<file path="config.mk">
export PLATFORM = sky130hd
export DESIGN_NAME = elevator_call_table_dispatch
export DESIGN_NICKNAME = d
export VERILOG_FILES = /design/src/rtl/core/ectd_pkg.sv /design/src/rtl/core/ectd_ctrl.sv /design/src/rtl/core/ectd_datapath.sv /design/src/rtl/core/elevator_call_table_dispatch.sv
export SDC_FILE = /design/constraint.sdc
export NUM_CORES = 1
export LEC_CHECK = 0
export BUFFER_PORTS_ARGS = -buffer_cell sky130_fd_sc_hd__buf_2
export CORE_ASPECT_RATIO = 2
export CORE_MARGIN = 3
export CORE_UTILIZATION = 55
export CTS_BUF_LIST = sky130_fd_sc_hd__clkbuf_16
export CTS_CLUSTER_DIAMETER = 150
export DETAILED_ROUTE_END_ITERATION = 16
export PLACE_DENSITY = 0.81
export RECOVER_POWER = 100
export SYNTH_ARGS = -nofsm -noshare
export SYNTH_HDL_FRONTEND = slang
export SYNTH_SLANG_ARGS = --single-unit
</file>
<file path="constraint.sdc">
create_clock -name clk -period 3.35 [get_ports clk]
set_input_delay 0.67 -clock clk [delete_from_list [all_inputs] [get_ports clk]]
set_output_delay 0.67 -clock clk [all_outputs]
set_load 0.02 [all_outputs]
</file>
<file path="src/rtl/core/ectd_pkg.sv">
// ---------------------------------------------------------------------------
// ectd_pkg
// Shared types and codes of the elevator call table dispatch block.
// ---------------------------------------------------------------------------
`default_nettype none

package ectd_pkg;

	// default number of floors kept in the call table
	localparam int FLOORS_DEF = 4;

	// fixed field widths
	localparam int FLOOR_W  = 4;
	localparam int CUR_W    = 5;
	localparam int LAMP_W   = 12;
	localparam int LAMP_FLR = 4;
	localparam int S_DATA_W = 16;
	localparam int S_USER_W = 2;
	localparam int M_DATA_W = 16;
	localparam int M_USER_W = 2;

	typedef enum logic [1:0] {
		OP_ADD       = 2'd0,
		OP_CLR_FLOOR = 2'd1,
		OP_CLR_ALL   = 2'd2,
		OP_QUERY     = 2'd3
	} op_t;

	typedef enum logic [1:0] {
		BTN_UP   = 2'd0,
		BTN_DOWN = 2'd1,
		BTN_CAB  = 2'd2,
		BTN_BAD  = 2'd3
	} btn_t;

	typedef enum logic [1:0] {
		DIR_STOP = 2'd0,
		DIR_UP   = 2'd1,
		DIR_DOWN = 2'd2,
		DIR_BAD  = 2'd3
	} dir_t;

	typedef enum logic [1:0] {
		STAT_FOUND    = 2'd0,
		STAT_NONE     = 2'd1,
		STAT_BAD_FLR  = 2'd2,
		STAT_BAD_DIR  = 2'd3
	} stat_t;

	// command from controller to datapath
	typedef struct packed {
		logic take;   // accept the input word and load the result register
	} ectd_cmd_t;

endpackage

`default_nettype wire

</file>
<file path="src/rtl/core/ectd_ctrl.sv">
// ---------------------------------------------------------------------------
// ectd_ctrl
// Handshake controller: tracks whether the result register holds a word.
// ---------------------------------------------------------------------------
`default_nettype none

module ectd_ctrl
	import ectd_pkg::*;
(
	input  wire logic      clk,
	input  wire logic      arst_n,
	input  wire logic      in_valid,
	output logic           in_ready,
	output logic           out_valid,
	input  wire logic      out_ready,
	output ectd_cmd_t      cmd
);

	typedef enum logic [1:0] {
		S_EMPTY = 2'b01,
		S_FULL  = 2'b10
	} state_t;

	state_t state_q;
	state_t state_nxt;

	// take a new word when the result register is empty or drains now
	assign in_ready  = (state_q == S_EMPTY) || out_ready;
	assign out_valid = (state_q == S_FULL);
	assign cmd.take  = in_valid && in_ready;

	// advance the occupancy state
	always_comb begin
		state_nxt = state_q;
		case (state_q)
			S_EMPTY: begin
				if (cmd.take) state_nxt = S_FULL;
			end
			S_FULL: begin
				if (cmd.take) state_nxt = S_FULL;
				else if (out_ready) state_nxt = S_EMPTY;
			end
			default: state_nxt = S_EMPTY;
		endcase
	end

	always_ff @(posedge clk or negedge arst_n) begin
		if (!arst_n) state_q <= S_EMPTY;
		else state_q <= state_nxt;
	end

endmodule

`default_nettype wire

</file>
<file path="src/rtl/core/ectd_datapath.sv">
// ---------------------------------------------------------------------------
// ectd_datapath
// Call table, directional floor scan and result register.
// ---------------------------------------------------------------------------
`default_nettype none

module ectd_datapath
	import ectd_pkg::*;
#(
	parameter int FLOORS = FLOORS_DEF
) (
	input  wire logic               clk,
	input  wire logic               arst_n,
	input  wire ectd_cmd_t          cmd,
	input  wire op_t                opcode,
	input  wire logic [FLOOR_W-1:0] floor,
	input  wire btn_t               button,
	input  wire logic [CUR_W-1:0]   current_floor,
	input  wire dir_t               direction,
	output logic [FLOOR_W-1:0]      target_floor,
	output stat_t                   status,
	output logic [LAMP_W-1:0]       lamps
);

	localparam int LAMP_FLOORS = (FLOORS < LAMP_FLR) ? FLOORS : LAMP_FLR;

	logic [2:0] calls_q   [FLOORS];
	logic [2:0] calls_nxt [FLOORS];

	logic               floor_ok;
	logic               cur_ok;
	logic [FLOOR_W-1:0] cur_idx;

	logic               up_hit, dn_hit, st1_hit, st2_hit;
	logic [FLOOR_W-1:0] up_idx, dn_idx, st1_idx, st2_idx;

	logic [FLOOR_W-1:0] target_nxt;
	stat_t              status_nxt;
	logic [LAMP_W-1:0]  lamps_nxt;

	logic [FLOOR_W-1:0] target_q;
	stat_t              status_q;
	logic [LAMP_W-1:0]  lamps_q;

	assign floor_ok = {1'b0, floor} < (FLOOR_W+1)'(FLOORS);
	assign cur_ok   = !current_floor[CUR_W-1] &&
		({1'b0, current_floor[FLOOR_W-1:0]} < (FLOOR_W+1)'(FLOORS));
	assign cur_idx  = current_floor[FLOOR_W-1:0];

	// apply add, clear floor or clear all to the table
	always_comb begin
		for (int f = 0; f < FLOORS; f++) begin
			calls_nxt[f] = calls_q[f];
			case (opcode)
				OP_ADD: begin
					if (floor_ok && (button != BTN_BAD) && (floor == FLOOR_W'(f)))
						calls_nxt[f][button] = 1'b1;
				end
				OP_CLR_FLOOR: begin
					if (floor_ok && (floor == FLOOR_W'(f))) calls_nxt[f] = 3'b000;
				end
				OP_CLR_ALL: calls_nxt[f] = 3'b000;
				default: calls_nxt[f] = calls_q[f];
			endcase
		end
	end

	// priority-encode the directional scans over the floors
	always_comb begin
		up_hit  = 1'b0;
		up_idx  = '0;
		dn_hit  = 1'b0;
		dn_idx  = '0;
		st1_hit = 1'b0;
		st1_idx = '0;
		st2_hit = 1'b0;
		st2_idx = '0;
		// lowest floor at or above the car
		for (int f = FLOORS - 1; f >= 0; f--) begin
			if ((FLOOR_W'(f) >= cur_idx) && (calls_q[f][BTN_UP] || calls_q[f][BTN_CAB] ||
				((f == FLOORS - 1) && calls_q[f][BTN_DOWN]))) begin
				up_hit = 1'b1;
				up_idx = FLOOR_W'(f);
			end
		end
		// highest floor at or below the car
		for (int f = 0; f < FLOORS; f++) begin
			if ((FLOOR_W'(f) <= cur_idx) && (calls_q[f][BTN_DOWN] || calls_q[f][BTN_CAB] ||
				((f == 0) && calls_q[f][BTN_UP]))) begin
				dn_hit = 1'b1;
				dn_idx = FLOOR_W'(f);
			end
		end
		// stopped car: lowest up or cab call, else highest down or cab call
		for (int f = FLOORS - 1; f >= 0; f--) begin
			if (calls_q[f][BTN_UP] || calls_q[f][BTN_CAB]) begin
				st1_hit = 1'b1;
				st1_idx = FLOOR_W'(f);
			end
		end
		for (int f = 0; f < FLOORS; f++) begin
			if (calls_q[f][BTN_DOWN] || calls_q[f][BTN_CAB]) begin
				st2_hit = 1'b1;
				st2_idx = FLOOR_W'(f);
			end
		end
	end

	// select target and status
	always_comb begin
		target_nxt = '0;
		status_nxt = STAT_FOUND;
		if (opcode == OP_QUERY) begin
			if (!cur_ok) begin
				status_nxt = STAT_BAD_FLR;
			end else begin
				case (direction)
					DIR_UP: begin
						status_nxt = up_hit ? STAT_FOUND : STAT_NONE;
						target_nxt = up_hit ? up_idx : '0;
					end
					DIR_DOWN: begin
						status_nxt = dn_hit ? STAT_FOUND : STAT_NONE;
						target_nxt = dn_hit ? dn_idx : '0;
					end
					DIR_STOP: begin
						if (st1_hit) begin
							target_nxt = st1_idx;
						end else if (st2_hit) begin
							target_nxt = st2_idx;
						end else begin
							status_nxt = STAT_NONE;
						end
					end
					default: status_nxt = STAT_BAD_DIR;
				endcase
			end
		end
	end

	// lamp vector mirrors the table after the operation
	always_comb begin
		lamps_nxt = '0;
		for (int f = 0; f < LAMP_FLOORS; f++) begin
			lamps_nxt[3*f +: 3] = calls_nxt[f];
		end
	end

	// hold the table
	always_ff @(posedge clk or negedge arst_n) begin
		if (!arst_n) begin
			for (int f = 0; f < FLOORS; f++) calls_q[f] <= 3'b000;
		end else if (cmd.take) begin
			for (int f = 0; f < FLOORS; f++) calls_q[f] <= calls_nxt[f];
		end
	end

	// load the result register
	always_ff @(posedge clk) begin
		if (cmd.take) begin
			target_q <= target_nxt;
			status_q <= status_nxt;
			lamps_q  <= lamps_nxt;
		end
	end

	assign target_floor = target_q;
	assign status       = status_q;
	assign lamps        = lamps_q;

endmodule

`default_nettype wire

</file>
<file path="src/rtl/core/elevator_call_table_dispatch.sv">
// ---------------------------------------------------------------------------
// elevator_call_table_dispatch
// Pending elevator call table with directional next-target dispatch.
// ---------------------------------------------------------------------------
// Usage:
//   s_axis carries one command word: tuser is the opcode (add call, clear
//   floor, clear all, query), tdata the floor, button, current floor and
//   direction. Every accepted word yields exactly one m_axis word with the
//   target floor and lamp vector in tdata and the status code in tuser.
//   The result word shows on m_axis in the cycle after acceptance.
//   Throughput is one word per cycle while m_axis_tready stays high; the
//   table update and the floor scan are combinational ahead of the result
//   register. When the receiver stalls, the result word holds and
//   s_axis_tready stays high until the register is full; it then follows
//   m_axis_tready. Reset empties the call table and marks the result
//   register empty; the block takes words as soon as reset is released.
// ---------------------------------------------------------------------------
`default_nettype none

module elevator_call_table_dispatch
	import ectd_pkg::*;
#(
	parameter int FLOORS = FLOORS_DEF
) (
	input  wire logic                clk,
	input  wire logic                arst_n,
	input  wire logic                s_axis_tvalid,
	output logic                     s_axis_tready,
	// [3:0] floor, [5:4] button, [10:6] current_floor, [12:11] direction
	input  wire logic [S_DATA_W-1:0] s_axis_tdata,
	// [1:0] opcode
	input  wire logic [S_USER_W-1:0] s_axis_tuser,
	output logic                     m_axis_tvalid,
	input  wire logic                m_axis_tready,
	// [3:0] target_floor, [15:4] lamps
	output logic [M_DATA_W-1:0]      m_axis_tdata,
	// [1:0] status
	output logic [M_USER_W-1:0]      m_axis_tuser
);

	ectd_cmd_t          cmd;
	logic [FLOOR_W-1:0] target_floor;
	stat_t              status;
	logic [LAMP_W-1:0]  lamps;

	ectd_ctrl u_ctrl (
		.clk       (clk),
		.arst_n    (arst_n),
		.in_valid  (s_axis_tvalid),
		.in_ready  (s_axis_tready),
		.out_valid (m_axis_tvalid),
		.out_ready (m_axis_tready),
		.cmd       (cmd)
	);

	ectd_datapath #(
		.FLOORS (FLOORS)
	) u_dp (
		.clk           (clk),
		.arst_n        (arst_n),
		.cmd           (cmd),
		.opcode        (op_t'(s_axis_tuser[1:0])),
		.floor         (s_axis_tdata[3:0]),
		.button        (btn_t'(s_axis_tdata[5:4])),
		.current_floor (s_axis_tdata[10:6]),
		.direction     (dir_t'(s_axis_tdata[12:11])),
		.target_floor  (target_floor),
		.status        (status),
		.lamps         (lamps)
	);

	assign m_axis_tdata = {lamps, target_floor};
	assign m_axis_tuser = status;

endmodule

`default_nettype wire

</file>
==> flow_metrics.env <==
export IMPL_drtPass1Iterations=4
export IMPL_fin_crit_ns=2.54
export IMPL_syn_avg_cell_area_um2=9.55
export IMPL_arrival_ns=2.69
export IMPL_nets=263
export IMPL_overflow=0
export IMPL_multi_input_area_um2=941
export IMPL_leakage_uw=0.000897
export IMPL_r2r_end="u_dp.calls_q[10]"
export IMPL_synth_seq_area_share=0.429
export IMPL_syn_to_final_growth_pct=13.4
export IMPL_fmax_ghz=0.393
export IMPL_critPathLaunchType="flop"
export IMPL_synth_cell_type_count=50
export IMPL_tightest_slew_ns=0.818
export IMPL_wire_per_inst_um=16.5
export IMPL_path_class="reg2reg"
export IMPL_grt_util_met3=0.0420
export IMPL_port_buffers=36
export IMPL_maxSlewHeadroom=0.454
export IMPL_p_total_uw=1590
export IMPL_clk_pin_slew_worst_paths_ns=0.05
export IMPL_viasPerCell=6.25
export IMPL_track_usage=0.238
export IMPL_rsz0062_at_grt="false"
export IMPL_end_kind="flop"
export IMPL_start_util=0.593
export IMPL_r2r_slack_ns=0.81
export IMPL_antenna_cells=0
export IMPL_slew_violations=0
export IMPL_cts_buffers=5
export IMPL_startpoint="u_ctrl.state_q[0]"
export IMPL_die_h_um=90.0
export IMPL_cts_root_buf="clkbuf_16"
export IMPL_r2r_start="u_ctrl.state_q[0]"
export IMPL_core_area_um2=3270
export IMPL_dieArea_um2=4320
export IMPL_power_density_nw_per_um2=722
export IMPL_r2r_cells=6
export IMPL_drt_iter0_markers=70
export IMPL_synth_cells=203
export IMPL_postLayoutCellArea_um2=2200
export IMPL_post_cts_resize_count=0
export IMPL_finalSetupViolCount=0
export IMPL_tns_ns=0
export IMPL_ctsHoldBuffers=0
export IMPL_syn_area_um2=1940
export IMPL_irDropWorstVdd_mv=0.523
export IMPL_gp_congestion=0.886
export IMPL_fillCellCount=288
export IMPL_grt_use_met2=0.373
export IMPL_wl_um=4470
export IMPL_die_w_um=48.0
export IMPL_htreeDepth=2
export IMPL_antenna_found_initial=0
export IMPL_use_met1=0.284
export IMPL_grt_max_degree=21
export IMPL_num_io_pins=42
export IMPL_drc_errors=0
export IMPL_first_global_vias=1743
export IMPL_ant_nets=0
export IMPL_cts_tree="done"
export IMPL_grt_pass1_wl_um=7680
export IMPL_rows=29
export IMPL_yosys_warnings=0
export IMPL_status="finished clean"
export IMPL_drive_above_1_share=0.150
export IMPL_fin_worst_skew_ns=0.00630
export IMPL_critical_path_max_fanout=20
export IMPL_top_usage_layer="met2"
export IMPL_min_path_type="in2async"
export IMPL_finalHoldViolCount=0
export IMPL_ctsLongestPathBuffers=2
export IMPL_critPathRequiredTime_ns=3.50
export IMPL_fin_crit_sh=0.759
export IMPL_insertion_delay_ns=0.27
export IMPL_cts_setup_buffers=0
export IMPL_timing_max_cap_violations=0
export IMPL_post_dp_hpwl_um=3420
export IMPL_seq_area_um2=832
export IMPL_clock_sinks=30
export IMPL_num_vias=1695
export IMPL_placed_area_um2=2120
export IMPL_synth_seq_cells=30
-- final cells by class --
type / count / area share
clock inverters: 3 / 0.0182
well taps: 31 / 0.0176
flip-flops and latches: 30 / 0.378
multi-input cells: 148 / 0.428
clock buffers: 5 / 0.0569
repair buffers: 36 / 0.0700
inverters: 18 / 0.0307
-- cell families (layout without fill, tap and decap cells) --
group / after synthesis / in the layout / synth area share
AND/OR/NAND/NOR: 73 / 73 / 0.219
flip-flops: 30 / 30 / 0.429
buffers and inverters: 26 / 62 / 0.0568
other: 1 / 2 / 0.00193
adder cells (fa/ha/maj): 2 / 2 / 0.0129
multiplexers: 1 / 1 / 0.00516
AO/OA/AOI/OAI: 70 / 70 / 0.274
-- critical path, stage by stage (launching register included) --
cell and delay (ns):
dfstp_1 0.53, ha_1 0.22, o21ai_0 0.18, inv_1 0.57, nand2_1 0.41, nor3_1 0.41, nor2_1 0.09
-- state kept, by name (all words and copies together), names as in the netlist --
signal / count
u_dp.calls_q: 12
u_dp.lamps: 12
u_ctrl.state_q: 2
u_dp.status: 2
u_dp.target_floor: 2
-- cells in the final DEF, fill, tap and decap left out, drive strengths merged, types with 2 or more instances in the layout --
master / instances
nor3: 9
or3: 2
and3: 4
nand2b: 4
a31oi: 2
clkbuf: 26
a2111oi: 13
nor2b: 5
edfxtp: 16
dfrtp: 13
nand2: 14
o31ai: 9
and2b: 2
nand3: 2
nor2: 21
buf: 15
clkinv: 2
o21ai: 9
a21oi: 28
inv: 18
ha: 2
o211ai: 2
conb: 2
nor4: 3
and2: 5
-- power by group --
group	internal, uW	total, uW	switching (uW)
clock network	346	494	148
registers	518	623	105
logic	161	469	309
total	1030	1590	562
-- how the worst max path moves through the flow --
stage	depth (start not counted)	slack, ns	endpoint
after global placement	6	0.98	u_dp.calls_q[10]
after CTS	6	0.94	u_dp.calls_q[10]
final	6	0.81	u_dp.calls_q[10]
after floorplan	6	1.38	u_dp.calls_q[10]
after detailed placement	6	0.96	u_dp.calls_q[10]
after global routing	6	0.54	u_dp.calls_q[10]
-- through the flow --
step           hold WS (ns)  cells   util  worst slack [ns]
6_report              0.458    271  0.673             0.806
5_1_grt               0.496    271  0.673             0.545
4_1_cts               0.297    271  0.699             0.935
3_5_place_dp          0.490    263  0.649             0.961
3_3_place_gp          0.495    263  0.649             0.979
2_1_floorplan         0.374    204      -              1.38
-- metal layers --
metal  part of all wire  wire length, um
met1               0.36             1610
met5                  0                0
met4              0.055              246
met3              0.062              277
met2               0.52             2330
-- cells in the mapped netlist (all sizes together) --
cell	count	area (um2)
a21oi	28	140
nor2	21	93.8
inv	18	67.6
edfxtp	16	480
nand2	14	55.1
a2111oi	13	176
dfrtp	13	325
nor3	9	56.3
o21ai	9	45.0
o31ai	9	67.6
buf	6	33.8
and2	5	31.3
nor2b	5	38.8
and3	4	25.0
nand2b	4	25.0
nor4	3	40.0
a31oi	2	12.5
and2b	2	15.0
clkbuf	2	8.75
ha	2	25.0
nand3	2	10.0
o211ai	2	20.0
or3	2	17.5
a211o	1	10.0
a21boi	1	18.8
a22oi	1	7.51
a41oi	1	8.76
conb	1	3.75
dfstp	1	26.3
mux2i	1	10.0
nand4bb	1	11.3
o21bai	1	7.51
o2bb2ai	1	8.76
o311ai	1	8.76
or2	1	6.26
(Power assumes the default switching activity.)
